[config.mk]
export PLATFORM = sky130hd
export DESIGN_NAME = lane_segment_steering_decider_top
export DESIGN_NICKNAME = d
export VERILOG_FILES = /design/src/rtl/core/lssd_pkg.sv /design/src/rtl/core/lssd_divider.sv /design/src/rtl/core/lssd_smoother.sv /design/src/rtl/core/lane_segment_steering_decider_top.sv
export SDC_FILE = /design/constraint.sdc
export NUM_CORES = 1
export LEC_CHECK = 0
export ABC_AREA = 1
export BUFFER_PORTS_ARGS = -buffer_cell sky130_fd_sc_hd__buf_4
export CORE_MARGIN = 3
export CORE_UTILIZATION = 57
export DETAILED_ROUTE_END_ITERATION = 7
export HOLD_SLACK_MARGIN = 0.05
export PLACE_DENSITY_LB_ADDON = 0.2
export SETUP_SLACK_MARGIN = 0.3
export SLEW_MARGIN = 20
export SYNTH_ARGS = -nofsm -noshare
export SYNTH_HDL_FRONTEND = slang
export SYNTH_HIERARCHICAL = 1
export SYNTH_SLANG_ARGS = --single-unit
[constraint.sdc]
create_clock -name clk -period 5.5 [get_ports clk]
set_input_delay 0.55 -clock clk [delete_from_list [all_inputs] [get_ports clk]]
set_output_delay 0.55 -clock clk [all_outputs]
set_load 0.005 [all_outputs]
[src/rtl/core/lssd_pkg.sv]
`timescale 1ns / 1ps
// ----------------------------------------------------------------------------
// Lane segment steering decider package
// Shared widths, register indexes, reset values, steering codes and the
// fixed smoothing weights.
// ----------------------------------------------------------------------------
package lssd_pkg;

	// Field widths.
	localparam int COORD_W     = 10;
	localparam int SLOPE_W     = 12;
	localparam int MAG_W       = 10;
	localparam int OFFSET_W    = 9;
	localparam int COUNT_W     = 8;
	localparam int DUTY_W      = 20;
	localparam int DZ_W        = 8;
	localparam int CMD_W       = 2;
	localparam int CFG_INDEX_W = 3;
	localparam int CFG_DATA_W  = 20;

	// Product and sum widths of the smoother.
	localparam int WEIGHT_W = 17;
	localparam int PROD_W   = OFFSET_W + WEIGHT_W;
	localparam int SUM_W    = PROD_W + 1;
	localparam int SHIFT_W  = 16;

	typedef logic [CMD_W-1:0]           cmd_t;
	typedef logic [CFG_INDEX_W-1:0]     cfg_index_t;
	typedef logic signed [OFFSET_W-1:0] offset_t;
	typedef logic signed [SLOPE_W-1:0]  slope_t;

	// Steering codes.
	localparam cmd_t CMD_FORWARD = 2'd0;
	localparam cmd_t CMD_LEFT    = 2'd1;
	localparam cmd_t CMD_RIGHT   = 2'd2;

	// Register indexes.
	localparam cfg_index_t REG_DEAD_ZONE     = 3'd0;
	localparam cfg_index_t REG_SLOPE_MIN     = 3'd1;
	localparam cfg_index_t REG_SLOPE_MAX     = 3'd2;
	localparam cfg_index_t REG_SINGLE_TURN   = 3'd3;
	localparam cfg_index_t REG_MEMORY_TURN   = 3'd4;
	localparam cfg_index_t REG_DUTY_STRAIGHT = 3'd5;
	localparam cfg_index_t REG_DUTY_FAST     = 3'd6;
	localparam cfg_index_t REG_DUTY_SLOW     = 3'd7;

	// Register reset values.
	localparam logic [DZ_W-1:0]   RST_DEAD_ZONE     = 8'd25;
	localparam logic [MAG_W-1:0]  RST_SLOPE_MIN     = 10'd51;
	localparam logic [MAG_W-1:0]  RST_SLOPE_MAX     = 10'd768;
	localparam logic [MAG_W-1:0]  RST_SINGLE_TURN   = 10'd563;
	localparam logic [MAG_W-1:0]  RST_MEMORY_TURN   = 10'd512;
	localparam logic [DUTY_W-1:0] RST_DUTY_STRAIGHT = 20'd140000;
	localparam logic [DUTY_W-1:0] RST_DUTY_FAST     = 20'd290000;
	localparam logic [DUTY_W-1:0] RST_DUTY_SLOW     = 20'd130000;

	// Slope saturation and kept-line count ceiling.
	localparam logic [MAG_W-1:0]   SLOPE_LIMIT = 10'd1023;
	localparam logic [COUNT_W-1:0] KEPT_MAX    = 8'd255;

	// Smoothing weights in Q16 (0.15 new, 0.85 old).
	localparam logic signed [WEIGHT_W-1:0] W_NEW = 17'sd9830;
	localparam logic signed [WEIGHT_W-1:0] W_OLD = 17'sd55706;

	// Smoothed offset limits.
	localparam logic signed [SLOPE_W-1:0] OFFSET_HI = 12'sd255;
	localparam logic signed [SLOPE_W-1:0] OFFSET_LO = -12'sd256;

endpackage

[src/rtl/core/lssd_divider.sv]
`timescale 1ns / 1ps
// ----------------------------------------------------------------------------
// Serial slope divider
// Restoring divider that forms (dividend << FRAC_BITS) / divisor, one
// quotient bit per cycle, and pulses done when the quotient is ready.
// ----------------------------------------------------------------------------
module lssd_divider import lssd_pkg::*; #(
	parameter int FRAC_BITS = 8
) (
	input  logic                          clk,
	input  logic                          arst_n,
	input  logic                          start,
	input  logic [COORD_W-1:0]            dividend,
	input  logic [COORD_W-1:0]            divisor,
	output logic                          done,
	output logic [COORD_W+FRAC_BITS-1:0]  quotient
);

	localparam int NUM_W = COORD_W + FRAC_BITS;
	localparam int CNT_W = $clog2(NUM_W);

	logic [NUM_W-1:0]   num_q;
	logic [NUM_W-1:0]   quo_q;
	logic [COORD_W-1:0] rem_q;
	logic [COORD_W-1:0] div_q;
	logic [CNT_W-1:0]   cnt_q;
	logic               busy_q;
	logic               done_q;

	logic [COORD_W:0]   shifted;
	logic [COORD_W+1:0] diff;
	logic               borrow;

	// Trial subtraction of the divisor from the shifted partial remainder.
	always_comb begin
		shifted = {rem_q, num_q[NUM_W-1]};
		diff    = {1'b0, shifted} - {2'b00, div_q};
		borrow  = diff[COORD_W+1];
	end

	// Control: counts one iteration per quotient bit.
	always_ff @(posedge clk or negedge arst_n) begin
		if (!arst_n) begin
			busy_q <= 1'b0;
			done_q <= 1'b0;
			cnt_q  <= '0;
		end else begin
			done_q <= 1'b0;
			if (start) begin
				busy_q <= 1'b1;
				cnt_q  <= '0;
			end else if (busy_q) begin
				if (cnt_q == CNT_W'(NUM_W - 1)) begin
					busy_q <= 1'b0;
					done_q <= 1'b1;
				end
				cnt_q <= cnt_q + 1'b1;
			end
		end
	end

	// Datapath: remainder, numerator shift line and quotient.
	always_ff @(posedge clk) begin
		if (start) begin
			num_q <= {dividend, {FRAC_BITS{1'b0}}};
			div_q <= divisor;
			rem_q <= '0;
			quo_q <= '0;
		end else if (busy_q) begin
			num_q <= {num_q[NUM_W-2:0], 1'b0};
			rem_q <= borrow ? shifted[COORD_W-1:0] : diff[COORD_W-1:0];
			quo_q <= {quo_q[NUM_W-2:0], ~borrow};
		end
	end

	assign done     = done_q;
	assign quotient = quo_q;

endmodule

[src/rtl/core/lssd_smoother.sv]
`timescale 1ns / 1ps
// ----------------------------------------------------------------------------
// Offset smoother
// Weights the new target offset and the previous smoothed offset in Q16,
// truncates toward zero and saturates to the nine-bit offset range.
// ----------------------------------------------------------------------------
module lssd_smoother import lssd_pkg::*; (
	input  logic    clk,
	input  logic    arst_n,
	input  logic    start,
	input  offset_t target,
	input  offset_t previous,
	output logic    done,
	output offset_t smoothed
);

	logic signed [PROD_W-1:0] prod_new_s1;
	logic signed [PROD_W-1:0] prod_old_s1;
	logic                     valid_s1;
	logic                     done_q;
	offset_t                  smoothed_q;

	logic signed [SUM_W-1:0]   sum;
	logic [SUM_W-1:0]          mag;
	logic [SUM_W-SHIFT_W-1:0]  mag_sh;
	logic signed [SLOPE_W-1:0] s_wide;

	// Valid flags of the two stages.
	always_ff @(posedge clk or negedge arst_n) begin
		if (!arst_n) begin
			valid_s1 <= 1'b0;
			done_q   <= 1'b0;
		end else begin
			valid_s1 <= start;
			done_q   <= valid_s1;
		end
	end

	// First stage: the two weighted products.
	always_ff @(posedge clk) begin
		if (start) begin
			prod_new_s1 <= target * W_NEW;
			prod_old_s1 <= previous * W_OLD;
		end
	end

	// Second stage: sum, truncation toward zero and saturation.
	always_comb begin
		sum    = {prod_new_s1[PROD_W-1], prod_new_s1} + {prod_old_s1[PROD_W-1], prod_old_s1};
		mag    = sum[SUM_W-1] ? (~sum + 1'b1) : sum;
		mag_sh = mag[SUM_W-1:SHIFT_W];
		s_wide = sum[SUM_W-1] ? -$signed({1'b0, mag_sh}) : $signed({1'b0, mag_sh});
	end

	always_ff @(posedge clk) begin
		if (valid_s1) begin
			if (s_wide > OFFSET_HI) begin
				smoothed_q <= OFFSET_HI[OFFSET_W-1:0];
			end else if (s_wide < OFFSET_LO) begin
				smoothed_q <= OFFSET_LO[OFFSET_W-1:0];
			end else begin
				smoothed_q <= s_wide[OFFSET_W-1:0];
			end
		end
	end

	assign done     = done_q;
	assign smoothed = smoothed_q;

endmodule

[src/rtl/core/lane_segment_steering_decider_top.sv]
`timescale 1ns / 1ps
// ----------------------------------------------------------------------------
// Lane segment steering decider
// Classifies a frame's line segments by slope, then at end of frame forms a
// smoothed target offset and a steering command with the wheel duties.
// ----------------------------------------------------------------------------
//  Channel   Direction  Handshake             Payload
//  in        sink       in_valid / in_stall   func, x_start, y_start, x_end, y_end
//  out       source     out_valid / out_stall steer_command, left_side_duty,
//                                             right_side_duty, smoothed_offset,
//                                             kept_line_count
//  cfg       sink       cfg_write             cfg_index, cfg_data
//
// A segment occupies the block until the serial divider, which yields one
// quotient bit a cycle, has formed its whole quotient.
// A vertical segment is taken without a division. An end of frame passes
// through the two-stage smoother, then waits while a stalled result is held.
// Reset restores all register defaults and clears the frame and history state.
// The input is stalled whenever the sequencer is not idle.
// ----------------------------------------------------------------------------
module lane_segment_steering_decider_top import lssd_pkg::*; #(
	parameter int IMAGE_WIDTH     = 320,
	parameter int SLOPE_FRAC_BITS = 8
) (
	input  logic                  clk,
	input  logic                  arst_n,
	input  logic                  in_valid,
	output logic                  in_stall,
	input  logic                  func,
	input  logic [COORD_W-1:0]    x_start,
	input  logic [COORD_W-1:0]    y_start,
	input  logic [COORD_W-1:0]    x_end,
	input  logic [COORD_W-1:0]    y_end,
	output logic                  out_valid,
	input  logic                  out_stall,
	output logic [CMD_W-1:0]      steer_command,
	output logic [DUTY_W-1:0]     left_side_duty,
	output logic [DUTY_W-1:0]     right_side_duty,
	output logic signed [OFFSET_W-1:0] smoothed_offset,
	output logic [COUNT_W-1:0]    kept_line_count,
	input  logic                  cfg_write,
	input  logic [CFG_INDEX_W-1:0] cfg_index,
	input  logic [CFG_DATA_W-1:0] cfg_data
);

	localparam int NUM_W = COORD_W + SLOPE_FRAC_BITS;
	localparam logic signed [OFFSET_W-1:0] TARGET_OFS = OFFSET_W'(IMAGE_WIDTH / 4);

	localparam logic [1:0] ST_IDLE  = 2'd0;
	localparam logic [1:0] ST_DIV   = 2'd1;
	localparam logic [1:0] ST_FRAME = 2'd2;
	localparam logic [1:0] ST_EMIT  = 2'd3;

	// Configuration registers.
	logic [DZ_W-1:0]   dead_zone_q;
	logic [MAG_W-1:0]  slope_min_q;
	logic [MAG_W-1:0]  slope_max_q;
	logic [MAG_W-1:0]  single_turn_q;
	logic [MAG_W-1:0]  memory_turn_q;
	logic [DUTY_W-1:0] duty_straight_q;
	logic [DUTY_W-1:0] duty_fast_q;
	logic [DUTY_W-1:0] duty_slow_q;

	// Sequencer and frame state.
	logic [1:0]         state_q;
	logic [COUNT_W-1:0] kept_count_q;
	logic               left_seen_q;
	logic               right_seen_q;
	slope_t             first_slope_q;
	offset_t            prev_offset_q;
	slope_t             remembered_q;
	logic               neg_q;

	// Output register.
	logic               out_valid_q;
	cmd_t               cmd_q;
	logic [DUTY_W-1:0]  lduty_q;
	logic [DUTY_W-1:0]  rduty_q;
	offset_t            offset_q;
	logic [COUNT_W-1:0] count_q;

	logic                     in_accept;
	logic signed [COORD_W:0]  dx;
	logic signed [COORD_W:0]  dy;
	logic [COORD_W:0]         ax_wide;
	logic [COORD_W:0]         ay_wide;
	logic                     div_start;
	logic                     div_done;
	logic [NUM_W-1:0]         div_quo;
	logic [MAG_W-1:0]         q_sat;
	logic                     keep;
	slope_t                   slope;
	logic                     sm_start;
	logic                     sm_done;
	offset_t                  sm_out;
	offset_t                  target;
	logic                     emit;
	cmd_t                     cmd;
	logic signed [COORD_W:0]  s_ext;
	logic signed [COORD_W:0]  dz_pos;
	slope_t                   single_thr;
	slope_t                   memory_thr;

	assign in_stall  = (state_q != ST_IDLE);
	assign in_accept = in_valid && !in_stall;

	// Segment differences and their magnitudes.
	always_comb begin
		dx      = $signed({1'b0, x_end}) - $signed({1'b0, x_start});
		dy      = $signed({1'b0, y_end}) - $signed({1'b0, y_start});
		ax_wide = dx[COORD_W] ? -dx : dx;
		ay_wide = dy[COORD_W] ? -dy : dy;
	end

	assign div_start = in_accept && !func && (dx != '0);
	assign sm_start  = in_accept && func;

	lssd_divider #(
		.FRAC_BITS (SLOPE_FRAC_BITS)
	) u_divider (
		.clk      (clk),
		.arst_n   (arst_n),
		.start    (div_start),
		.dividend (ay_wide[COORD_W-1:0]),
		.divisor  (ax_wide[COORD_W-1:0]),
		.done     (div_done),
		.quotient (div_quo)
	);

	// Target offset from which sides were seen this frame.
	always_comb begin
		if (left_seen_q && !right_seen_q) begin
			target = TARGET_OFS;
		end else if (right_seen_q && !left_seen_q) begin
			target = -TARGET_OFS;
		end else begin
			target = '0;
		end
	end

	lssd_smoother u_smoother (
		.clk      (clk),
		.arst_n   (arst_n),
		.start    (sm_start),
		.target   (target),
		.previous (prev_offset_q),
		.done     (sm_done),
		.smoothed (sm_out)
	);

	// Slope saturation, band test and signed slope.
	always_comb begin
		q_sat = (div_quo > NUM_W'(SLOPE_LIMIT)) ? SLOPE_LIMIT : div_quo[MAG_W-1:0];
		keep  = (q_sat > slope_min_q) && (q_sat < slope_max_q);
		slope = neg_q ? -$signed({2'b00, q_sat}) : $signed({2'b00, q_sat});
	end

	// Steering decision from the smoothed offset or the slopes.
	always_comb begin
		s_ext      = {{(COORD_W + 1 - OFFSET_W){sm_out[OFFSET_W-1]}}, sm_out};
		dz_pos     = $signed({{(COORD_W + 1 - DZ_W){1'b0}}, dead_zone_q});
		single_thr = $signed({2'b00, single_turn_q});
		memory_thr = $signed({2'b00, memory_turn_q});
		if (kept_count_q >= 8'd2) begin
			if (s_ext <= dz_pos && s_ext >= -dz_pos) begin
				cmd = CMD_FORWARD;
			end else if (s_ext < -dz_pos) begin
				cmd = CMD_LEFT;
			end else begin
				cmd = CMD_RIGHT;
			end
		end else if (kept_count_q == 8'd1) begin
			if (first_slope_q < -single_thr) begin
				cmd = CMD_LEFT;
			end else if (first_slope_q > single_thr) begin
				cmd = CMD_RIGHT;
			end else begin
				cmd = CMD_FORWARD;
			end
		end else begin
			if (remembered_q < -memory_thr) begin
				cmd = CMD_RIGHT;
			end else if (remembered_q > memory_thr) begin
				cmd = CMD_LEFT;
			end else begin
				cmd = CMD_FORWARD;
			end
		end
	end

	assign emit = (state_q == ST_EMIT) && (!out_valid_q || !out_stall);

	// Configuration register writes.
	always_ff @(posedge clk or negedge arst_n) begin
		if (!arst_n) begin
			dead_zone_q     <= RST_DEAD_ZONE;
			slope_min_q     <= RST_SLOPE_MIN;
			slope_max_q     <= RST_SLOPE_MAX;
			single_turn_q   <= RST_SINGLE_TURN;
			memory_turn_q   <= RST_MEMORY_TURN;
			duty_straight_q <= RST_DUTY_STRAIGHT;
			duty_fast_q     <= RST_DUTY_FAST;
			duty_slow_q     <= RST_DUTY_SLOW;
		end else if (cfg_write) begin
			case (cfg_index)
				REG_DEAD_ZONE:     dead_zone_q     <= cfg_data[DZ_W-1:0];
				REG_SLOPE_MIN:     slope_min_q     <= cfg_data[MAG_W-1:0];
				REG_SLOPE_MAX:     slope_max_q     <= cfg_data[MAG_W-1:0];
				REG_SINGLE_TURN:   single_turn_q   <= cfg_data[MAG_W-1:0];
				REG_MEMORY_TURN:   memory_turn_q   <= cfg_data[MAG_W-1:0];
				REG_DUTY_STRAIGHT: duty_straight_q <= cfg_data[DUTY_W-1:0];
				REG_DUTY_FAST:     duty_fast_q     <= cfg_data[DUTY_W-1:0];
				REG_DUTY_SLOW:     duty_slow_q     <= cfg_data[DUTY_W-1:0];
				default: ;
			endcase
		end
	end

	// Sequencer and frame state.
	always_ff @(posedge clk or negedge arst_n) begin
		if (!arst_n) begin
			state_q       <= ST_IDLE;
			kept_count_q  <= '0;
			left_seen_q   <= 1'b0;
			right_seen_q  <= 1'b0;
			first_slope_q <= '0;
			prev_offset_q <= '0;
			remembered_q  <= '0;
			neg_q         <= 1'b0;
		end else begin
			case (state_q)
				ST_IDLE: begin
					if (div_start) begin
						neg_q   <= dx[COORD_W] ^ dy[COORD_W];
						state_q <= ST_DIV;
					end else if (sm_start) begin
						state_q <= ST_FRAME;
					end
				end
				ST_DIV: begin
					if (div_done) begin
						if (keep) begin
							if (kept_count_q == '0) begin
								first_slope_q <= slope;
							end
							if (kept_count_q != KEPT_MAX) begin
								kept_count_q <= kept_count_q + 1'b1;
							end
							if (neg_q) begin
								left_seen_q <= 1'b1;
							end else begin
								right_seen_q <= 1'b1;
							end
						end
						state_q <= ST_IDLE;
					end
				end
				ST_FRAME: begin
					if (sm_done) begin
						state_q <= ST_EMIT;
					end
				end
				ST_EMIT: begin
					if (emit) begin
						prev_offset_q <= sm_out;
						if (kept_count_q == 8'd1) begin
							remembered_q <= first_slope_q;
						end
						kept_count_q <= '0;
						left_seen_q  <= 1'b0;
						right_seen_q <= 1'b0;
						state_q      <= ST_IDLE;
					end
				end
				default: state_q <= ST_IDLE;
			endcase
		end
	end

	// Output register valid flag.
	always_ff @(posedge clk or negedge arst_n) begin
		if (!arst_n) begin
			out_valid_q <= 1'b0;
		end else if (emit) begin
			out_valid_q <= 1'b1;
		end else if (!out_stall) begin
			out_valid_q <= 1'b0;
		end
	end

	// Output register payload with the duty selection.
	always_ff @(posedge clk) begin
		if (emit) begin
			cmd_q    <= cmd;
			offset_q <= sm_out;
			count_q  <= kept_count_q;
			case (cmd)
				CMD_FORWARD: begin
					lduty_q <= duty_straight_q;
					rduty_q <= duty_straight_q;
				end
				CMD_LEFT: begin
					lduty_q <= duty_fast_q;
					rduty_q <= duty_slow_q;
				end
				default: begin
					lduty_q <= duty_slow_q;
					rduty_q <= duty_fast_q;
				end
			endcase
		end
	end

	assign out_valid       = out_valid_q;
	assign steer_command   = cmd_q;
	assign left_side_duty  = lduty_q;
	assign right_side_duty = rduty_q;
	assign smoothed_offset = offset_q;
	assign kept_line_count = count_q;

	// A quotient only arrives while the sequencer waits for it.
	assert property (@(posedge clk) disable iff (!arst_n)
		div_done |-> state_q == ST_DIV)
		else $error("divider finished outside the divide state");

	// A smoothed offset only arrives while the sequencer waits for it.
	assert property (@(posedge clk) disable iff (!arst_n)
		sm_done |-> state_q == ST_FRAME)
		else $error("smoother finished outside the frame state");

	// A side can only be marked once a line has been kept.
	assert property (@(posedge clk) disable iff (!arst_n)
		kept_count_q == '0 |-> !left_seen_q && !right_seen_q)
		else $error("side marked with no kept line");

	// Emitting a result clears the frame and presents a valid result.
	assert property (@(posedge clk) disable iff (!arst_n)
		emit |=> out_valid_q && kept_count_q == '0 && state_q == ST_IDLE)
		else $error("frame state not cleared after a result transfer was loaded");

endmodule

# Yosys cells after proc, flatten, opt, wreduce, memory -nomap -nowiden
# Index checks and enable logic that the tools add are counted.
# op_classes
reduce_logical,40
n_addsub,14
n_eq_ne,23
n_bitwise,3
mux,52
n_mul,2
magnitude_cmp,13
# op_table
op,count
20-bit one-hot mux with 2 select lines,2
10-bit two-way mux,4
18-bit two-way mux,2
10-bit negator with 12-bit output,3
8-bit two-way mux,4
24-bit by 26-bit adder with 27-bit output,1
27-bit by 1-bit adder with 27-bit output (second input constant),1
27-bit two-way mux,1
9-bit two-way mux,3
27-bit inverter,1
9-bit by 16-bit multiplier with 25-bit output (second input constant),1
12-bit by 11-bit > comparator with 1-bit output,2
12-bit < comparator,2
12-bit two-way mux,2
2-bit two-way mux,12
9-bit by 14-bit multiplier with 23-bit output (second input constant),1
10-bit by 10-bit subtractor with 11-bit output,2
10-bit negator,2
2-bit AND reduction,10
18-bit by 10-bit > comparator with 1-bit output (second input constant),1
1-bit two-way mux,16
8-bit one-hot mux with 2 select lines,1
5-bit AND reduction,3
3-bit == test (second input constant),4
38 further kinds,66
# word_totals
register_bits,328
output_inout_bits,61
wordCells,181

# Logic depth before layout (Yosys ltp)
# Gate-level depths: netlist (run 1).
# depth
ltp_word,8
mapped_depth,30
ltp_nobuf,30

# Hierarchy
# Netlist (run 1), hierarchy kept.
# by_module_without_submodules
module,n_inst,area_each_um2,seq_area_each_um2,cells_each
lane_segment_steering_decider_top,1,13050.0,5700.5,1611
lssd_smoother,1,8782.2,1761.7,1132
lssd_divider,1,2738.9,1336.3,335

# Least setup slack after synthesis (run 1)
# No wires, ideal clock.
# synth_path
path_kind,register to register
startpoint,register left_seen_q
endpoint,register u_smoother/prod_new_s1[23] (netlist name)
setup_ns,0.258
slack_ns,0.374
t_required_ns,5.242
path_stages_with_launch,27
t_arrival_ns,4.867
n_path_buf,0
period_less_slack_ns,5.126
cell_sequence,dfrtp_1 inv_1 ha_1 fa_1 inv_1 fa_1 inv_1 fa_1 inv_1 fa_1 inv_1 ha_1 ha_1 a21oi_1 o21ai_0 a21oi_1 o21bai_1 nand3_1 o21bai_1 nand2_1 nand2_1 a21oi_1 nor2_1 nor2_1 nor2_1 nand2_1 nand2_1
# synth_between
elab_chain_len,5
# synth_lines
item,line_no,source
"start, declared",lane_segment_steering_decider_top.sv:67,logic left_seen_q;
"start signal, assigned",lane_segment_steering_decider_top.sv:224,left_seen_q <= 1'b0;
"start signal, assigned",lane_segment_steering_decider_top.sv:250,left_seen_q <= 1'b1;
"start signal, assigned",lane_segment_steering_decider_top.sv:270,left_seen_q <= 1'b0;
1-bit logical NOT,lane_segment_steering_decider_top.sv:134,end else if (right_seen_q && !left_seen_q) begin
1-bit logical AND,lane_segment_steering_decider_top.sv:134,
9-bit two-way mux,lane_segment_steering_decider_top.sv:134,
9-bit two-way mux (*),lane_segment_steering_decider_top.sv:132,if (left_seen_q && !right_seen_q) begin
via target[5],lane_segment_steering_decider_top.sv:96,offset_t target;
9-bit by 14-bit multiplier with 23-bit output (*),lssd_smoother.sv:42,prod_new_s1 <= target * W_NEW;
# The timed path passes the listed nets; every way through them passes the cells marked *.
# A chain may end at the register's enable or synchronous reset.

# Worst setup path after layout (run 1)
# layout_path
startpoint,register prev_offset_q[4]
endpoint,"register u_smoother.prod_old_s1[25], data pin"
# layout_between
elab_chain_len,1
# layout_lines
item,line_no,source
"start, declared",lane_segment_steering_decider_top.sv:70,offset_t prev_offset_q;
"start signal, assigned",lane_segment_steering_decider_top.sv:265,prev_offset_q <= sm_out;
9-bit by 16-bit multiplier with 25-bit output,lssd_smoother.sv:43,prod_old_s1 <= previous * W_OLD;
"end signal, assigned",lssd_smoother.sv:43,
"end, declared",lssd_smoother.sv:18,logic signed [PROD_W-1:0] prod_old_s1;
# No other way between the ends.

==> summary.txt, run 1 <==
Worst setup path
  – Setup crit start kind: register
  – Slowest cell on the critical path: fa_1
  – CP Data Arrival Time: 5.31 ns
  – CP dominant cell by count: fa_1
  – Crit Path Class: reg -> reg
  – Peak per-stage delay on the critical path: around 0.56 ns
  – Element type at the critical path end: register
  – Crit Path Max Fanout: 5
  – Worst EP required: just under 6 ns
  – CP Cell Sequence: ha_2, inv_1, fa_1, inv_2, fa_1, fa_1, fa_1, ha_4, nand3_1, nand2_1, a21oi_1, o21bai_1, a21oi_1, o21ai_2, a21boi_2, o21ai_2, nand2_1, nor2_1, nor2_1, o21bai_1, a21oi_1, xnor2_1

Timing
  – Fmax: around 0.2 GHz
  – Clk_skew: roughly 0.036 ns
  – Final period utilization: 0.915
  – Fin. max-slew vios: 0
  – # setup viols final: 0
  – RSZ-0062 raised after global routing: yes
  – Transition time of the tightest slew-check pin: between 1 and 1.5 ns
  – Slew Limit Headroom: 0.311
  – Minimum clock period: 5.03 ns
  – Final Hold Fails: 0
  – Fin Setup TNS: 0 ns

Synthesis
  – Synth area leader: edfxtp_1
  – Netlist cell types: 62
  – Post-synth top area share: 0.166
  – Primary FF master, synth: edfxtp_1
  – Synth Warn #: 6
  – Seq/Total Area, Yosys: 0.358
  – Post-synth EDFFs: 136
  – Flops & latches, synth: 328
  – Post-Syn Area: 24600 um2
  – Synth area leaders: edfxtp_1 17%, ha_1 14%, nand2_1 13%
  – Most common cell in the netlist: nand2_1
  – Mapped Avg Cell Area: between 7 and 8 um2
  – Synth cell count leaders: 838 x nand2_1, 492 x inv_1, 283 x ha_1, 239 x nand3_1, 175 x nor2_1
  – Cells after synthesis: between 3k and 4k
  – Ys async rst share: 0.500

Global route
  – Total GRT Usage: 0.248
  – Initial antenna violation count: 0
  – Vias in the first global route: between 15k and 20k
  – First-pass GRT wire length: ~93 mm
  – Grt total ovfl: 0
  – Largest net degree at the start of global routing: slightly above 100

Placement
  – PortBufs: approximately 130
  – DPL Wire Length: 42.9 mm
  – Inst Count DP: 3724
  – RePlAce Congestion: about 0.9

Detailed routing
  – Routed WL: 56.0 mm
  – DR vias/cell: around 5.3
  – Drt first pass iters: 6
  – DR WL/cell: 14.7 um
  – DR vias: 20.2k
  – Initial drt markers: ~1.2k
  – DRC viols: 0
  – Detail Route Antenna Nets: 0

CTS
  – Max clock buf depth: 3
  – CTS tree: done
  – Hold_buf cts: 0
  – Reg clk slew, reported paths: ~0.060 ns
  – Root buffer cell: clkbuf_16
  – Clock latency on the worst-skew pair: ~0.55 ns
  – Clock sinks: around 330
  – H-Tree Level Count: 2
  – Total CTS buffers: 36

Outcome
  – Status: complete, no violations

Finish
  – Nets: approximately 3.7k
  – Final std cells w/o fill: ~3.8k
  – # diodes: 0
  – Fillers: 3577
  – P&R area growth vs syn: 12.4%
  – Share of layout cells above drive strength 1: 0.125

Floorplanning
  – Die Wd: 214 um
  – Top-level port count: between 100 and 150
  – Die Y: 214 um
  – Row Count: 75
  – DIE AREA: about 46000 um2
  – Initial Util: 0.582
  – Core area: 42200 um2

Min path
  – Hold Path Class: in -> async

Flow run
  – # Max-Cap Violations: 0
-- worst paths after layout --
check	startpoint	end	slack, ns	cells after the start
hold reg to reg	u_divider/rem_q[9]$_SDFFE_PP0P_	u_divider/rem_q[9]$_SDFFE_PP0P_	0.47	2
setup reg to reg	prev_offset_q[4]$_DFFE_PN0P_	u_smoother/prod_old_s1[25]$_DFFE_PP_	0.47	22
setup / recovery	prev_offset_q[4]$_DFFE_PN0P_	u_smoother/prod_old_s1[25]$_DFFE_PP_	0.47	22
hold / removal	arst_n	duty_straight_q[18]$_DFFE_PN0P_	0.12	1
max in group asynchronous	arst_n	kept_count_q[5]$_DFFE_PN0P_	4.28	2
min in group clk	cfg_data[14]	duty_slow_q[14]$_DFFE_PN1P_	0.25	3
-- state kept, by name, summed over array words and instances (netlist names), 10 cells and up --
signal	flops
left_side_duty	20
u_divider/quotient	18
right_side_duty	20
u_divider/div_q	10
slope_max_q	10
u_divider/num_q	10
u_divider/rem_q	10
u_smoother/prod_new_s1	23
duty_straight_q	20
duty_fast_q	20
duty_slow_q	20
slope_min_q	10
remembered_q	12
first_slope_q	12
memory_turn_q	10
u_smoother/prod_old_s1	25
single_turn_q	10
-- per-layer routing --
metal  wire, um  global-route usage  vias up
li1           -                   -    10216
met1      25400               0.328     9409
met2      26700               0.427      472
met3       2660              0.0360       79
met4       1280              0.0686        0
met5          0                   0        -
-- cells by family after synthesis --
group                      Yosys count  share of synthesized area
adders and majority gates          345                      0.195
xor gates and xnor gates            90                     0.0321
muxes                                7                    0.00321
DFF                                328                      0.358
and+or+nand+nor                   1416                      0.251
buffers and inverters              574                     0.0907
other                                1                   0.000153
AOI/OAI and AO/OA                  317                     0.0700
-- critical path: cells and delay by family (launching register included) --
kind	cells	cell delay [ns]
xor gates and xnor gates	1	0.13
and+or+nand+nor	5	0.42
adders and majority gates	6	2.56
buffers and inverters	2	0.14
AOI/OAI and AO/OA	8	1.08
DFF	1	0.41
-- repair_timing --
item                       in CTS  in global routing
setup endpoints to repair       3                  7
buffers inserted                0                 15
pin swaps                       0                 20
gates resized for setup         4                 38
-- layout by cell type, fill, tap and decap left out, types with 7 or more instances in the layout --
cell / instances
nand3b_1: 12
inv_2: 27
xor2_1: 78
nand4_1: 41
nor3_1: 20
o21ai_0: 127
clkbuf_16: 36
dfstp_2: 40
conb_1: 16
xnor2_1: 12
nor2_2: 22
ha_1: 271
o21ai_1: 14
nand2_2: 26
dfxtp_1: 28
fa_1: 61
o21a_1: 11
inv_1: 487
o21bai_1: 9
nand3_2: 7
nor2_1: 173
dfrtp_1: 121
mux2_2: 7
clkinv_2: 8
a21oi_1: 112
clkbuf_8: 7
buf_4: 159
o22ai_1: 17
nand2_1: 836
ha_4: 9
o21ai_2: 7
edfxtp_1: 136
nand3_1: 239
-- metrics by stage --
step	cell area [um2]	util	hold WS, ns	worst slack, ns
2_1_floorplan	24600	-	0.254	0.374
3_3_place_gp	26100	0.619	0.438	0.196
3_5_place_dp	26100	0.619	0.460	0.0786
4_1_cts	27300	0.647	0.143	0.246
5_1_grt	27600	0.654	0.174	0.257
6_report	27600	0.654	0.118	0.468
-- cell type report --
type | count | area [um2] | share of cell area
clock buffers | 49 | 1020 | 0.0369
inverters | 520 | 1960 | 0.0708
multi-input cells | 2191 | 13800 | 0.499
clock inverters | 17 | 158 | 0.00571
repair buffers | 161 | 1220 | 0.0440
well taps | 539 | 674 | 0.0244
flip-flops and latches | 328 | 8800 | 0.319
Power of run 1 is not shown: default switching activity piles up to over one toggle a cycle in this logic, so the estimate is an artifact.
==> run 2: changes to the inputs <==
Settings changed: ABC_AREA 1 to not set.
Clock period 5.5 ns to 4.6 ns, I/O delays scaled along.
==> run 2 against run 1 <==
The flow now finishes with violations (setup timing). Wire length up 4.0%. Count of clock-buffer cells in the layout up 1. Hold slack better by 0.030 ns. Worst setup slack worse by 0.99 ns. Non-clock buffer count up 140. Largest cell class unchanged.
==> summary.txt, run 2 <==
Placement
  – PortBufs: 129 (unchanged)
  – Pre-CTS setup slack: -0.678 ns (-0.756 ns)
  – Inst Count DP: 3135 (-16%)
  – RePlAce Congestion: 0.886 (about the same)
  – DPL Wire Length: 42.9 mm (-0.14%)

Detailed routing
  – DR WL/cell: 17.9 um (+22%)
  – Detail Route Antenna Nets: 0 (unchanged)
  – DR vias/cell: 5.84 (+10%)
  – DR vias: 19.0k (-5.8%)
  – Drt first pass iters: 6 (unchanged)
  – Initial drt markers: 1341 (+10%)
  – Routed WL: 58.3 mm (+4.0%)
  – DRC viols: 0 (unchanged)

Synthesis
  – Netlist cell types: 103 (+66%)
  – Synth cell count leaders: 311 x inv_1, 283 x ha_1, 136 x edfxtp_1, 127 x nand2_1, 124 x dfrtp_1
  – Post-synth top area share: 0.168 (+0.00153)
  – Cells after synthesis: 2420 (-21%)
  – Post-Syn Area: 24300 um2 (-0.91%)
  – Synth Warn #: 6 (unchanged)
  – Most common cell in the netlist: inv_1
  – Primary FF master, synth: edfxtp_1
  – Synth area leaders: edfxtp_1 17%, ha_1 15%, dfrtp_1 13%
  – Ys async rst share: 0.500 (unchanged)
  – Flops & latches, synth: 328 (unchanged)
  – Seq/Total Area, Yosys: 0.361 (+0.00329)
  – Mapped Avg Cell Area: 10.1 um2 (+26%)
  – Post-synth EDFFs: 136 (unchanged)
  – Synth area leader: edfxtp_1

Worst setup path
  – Crit Path Class: reg -> reg
  – Worst reg-to-reg path cell count: 20 (-9.1%)
  – FF-to-FF setup slack: -0.52 ns (-0.99 ns)
  – Critical Path Source: prev_offset_q[1]$_DFFE_PN0P_
  – Slowest cell on the critical path: fa_1
  – CP Cell Sequence: inv_2, ha_4, fa_1, inv_2, fa_1, fa_1, fa_1, ha_4, a21o_1, a21oi_2, o21bai_1, a21oi_2, nor2b_1, o21a_1, o21ai_2, a21oi_2, o41ai_2, o21ai_1, o41ai_2, xnor2_1
  – Crit Path Max Fanout: 3 (-2)
  – CP Data Arrival Time: 5.43 ns (+0.12 ns)
  – RR Startpoint: prev_offset_q[1]$_DFFE_PN0P_
  – CP dominant cell by count: fa_1
  – Peak per-stage delay on the critical path: 0.53 ns (-0.03 ns)
  – Setup crit start kind: register
  – Worst EP required: 4.91 ns (-0.87 ns)
  – Worst reg2reg endpoint: u_smoother/prod_old_s1[25]$_DFFE_PP_
  – Element type at the critical path end: register
  – CP endpoint: u_smoother/prod_old_s1[25]$_DFFE_PP_

Finish
  – # diodes: 0 (unchanged)
  – Number of flip-flops in the largest register: 25 (unchanged)
  – P&R area growth vs syn: 19.1%
  – Largest registers: u_smoother/prod_old_s1 (25), u_smoother/prod_new_s1 (23)
  – Nets: 3099 (-15%)
  – Utilization after layout: 0.690 (+0.0356)
  – Final std cells w/o fill: 3254 (-14%)
  – Fillers: 3169 (-11%)
  – Commonest non-fill, non-tap cell in the layout: inv_1
  – Share of layout cells above drive strength 1: 0.250 (+0.124)
  – Most frequent cells in the layout: 300 x inv_1, 291 x buf_4, 260 x ha_1, 136 x edfxtp_1, 127 x nand2_1
  – Top reg by flops: u_smoother/prod_old_s1

Min path
  – Hold Path Class: in -> reg

Timing
  – RSZ-0062 raised after global routing: yes
  – Slew Limit Headroom: 0.294 (-0.0163)
  – Clk_skew: 0.0151 ns (-0.0210 ns)
  – Final worst slack: -0.524 ns (-0.992 ns)
  – Transition time of the tightest slew-check pin: 1.05 ns (+0.0221 ns)
  – Minimum clock period: 5.12 ns (+0.0924 ns)
  – Final Hold Fails: 0 (unchanged)
  – Fmax: 0.195 GHz (-1.8%)
  – Final period utilization: 1.11 (+0.199)
  – Fin. max-slew vios: 0 (unchanged)
  – # setup viols final: 14 (+14)

Flow run
  – # Max-Cap Violations: 0 (unchanged)

CTS
  – Total CTS buffers: 38 (+5.6%)
  – CTS tree: done
  – Max clock buf depth: 3 (unchanged)
  – Clock latency on the worst-skew pair: 0.56 ns (about the same)
  – H-Tree Level Count: 2 (unchanged)
  – Root buffer cell: clkbuf_16
  – Clock sinks: 328 (unchanged)
  – Reg clk slew, reported paths: 0.06 ns (about the same)

Floorplanning
  – Initial Util: 0.579 (-0.00273)
  – DIE AREA: 45200 um2 (-0.88%)
  – Die Wd: 213 um (-0.44%)
  – Row Count: 75 (unchanged)
  – Die Y: 213 um (-0.44%)
  – Top-level port count: 130 (unchanged)
  – Core area: 42000 um2 (-0.44%)

Global route
  – Grt total ovfl: 0 (unchanged)
  – Largest net degree at the start of global routing: 88 (-13%)
  – First-pass GRT wire length: 93.9 mm (+1.3%)
  – Initial antenna violation count: 0 (unchanged)
  – Total GRT Usage: 0.255 (+0.00769)
  – Vias in the first global route: 19.1k (-3.3%)

Outcome
  – Status: finished, violations left
  – Failing checks: setup timing
## run 2: cell types whose count changed after synthesis, sizes merged, moves of 50 or more
cell / delta
inv: -204
mux2: +97
nor2: -83
xnor2: +72
o211ai: +50
nand2: -740
nand3: -158
## run 2: routing by layer
metal,global-route usage,wire length [um],vias to the layer above
li1,-,-,9225
met1,0.329,25200,9206
met2,0.448,28700,456
met3,0.0360,2560,126
met4,0.0801,1840,0
met5,0,0,-
## run 2: cells by family (layout without fill, tap and decap cells)
| logic type | after synthesis | count (layout) | share of synthesized area |
|---|---|---|---|
| AND/OR/NAND/NOR | 562 | 562 | 0.119 |
| AO/OA/AOI/OAI | 521 | 521 | 0.152 |
| buffers and inverters | 403 | 683 | 0.0645 |
| adder cells (fa/ha/maj) | 345 | 345 | 0.196 |
| flip-flops | 328 | 328 | 0.361 |
| multiplexers | 137 | 137 | 0.0621 |
| XOR/XNOR | 123 | 123 | 0.0446 |
| other | 1 | 16 | 0.000154 |
## run 2: area by class of cell
| class | instances | area (um2) | area share |
|---|---|---|---|
| inverters | 312 | 1170 | 0.0404 |
| flip-flops and latches | 328 | 8800 | 0.303 |
| multi-input cells | 1704 | 14800 | 0.510 |
| clock buffers | 50 | 1060 | 0.0365 |
| repair buffers | 301 | 2300 | 0.0795 |
| clock inverters | 20 | 194 | 0.00669 |
| well taps | 539 | 674 | 0.0233 |
## run 2: what timing repair did
action	in CTS	in global routing
hold buffers	1	0
setup buffers	27	21
pin swaps	30	44
hold endpoints to repair	57	0
setup endpoints to repair	34	41
gates resized for setup	48	74
## run 2: worst min-delay path by stage
stage | start | end | depth (start not counted)
after floorplan | arst_n | dead_zone_q[1]$_DFFE_PN0P_ | 0
after global placement | u_smoother/smoothed[0]$_SDFFCE_PN1P_ | smoothed_offset[0]$_DFFE_PP_ | 0
after detailed placement | u_smoother/smoothed[0]$_SDFFCE_PN1P_ | smoothed_offset[0]$_DFFE_PP_ | 0
after CTS | out_stall | out_valid$_DFFE_PN0P_ | 3
after global routing | cfg_data[13] | duty_slow_q[13]$_DFFE_PN1P_ | 2
final | out_stall | out_valid$_DFFE_PN0P_ | 3
## run 2: stage by stage
stage	TNS [ns]	hold WS [ns]	area, um2
4_1_cts	-3.52	0.122	28400
5_1_grt	-6.23	0.137	29000
3_3_place_gp	-2.59	0.436	26800
3_5_place_dp	-3.91	0.449	26800
2_1_floorplan	-1.34	0.164	24600
6_report	-3.26	0.148	29000
## run 2: critical path, delay by kind of cell (launching register included)
family	cells	cell delay (ns)
buffers and inverters	2	0.13
and+or+nand+nor	1	0.06
xor gates and xnor gates	1	0.10
adders and majority gates	6	2.37
AOI/OAI and AO/OA	10	1.82
DFF	1	0.40
Power of run 2 is left out for the same reason.
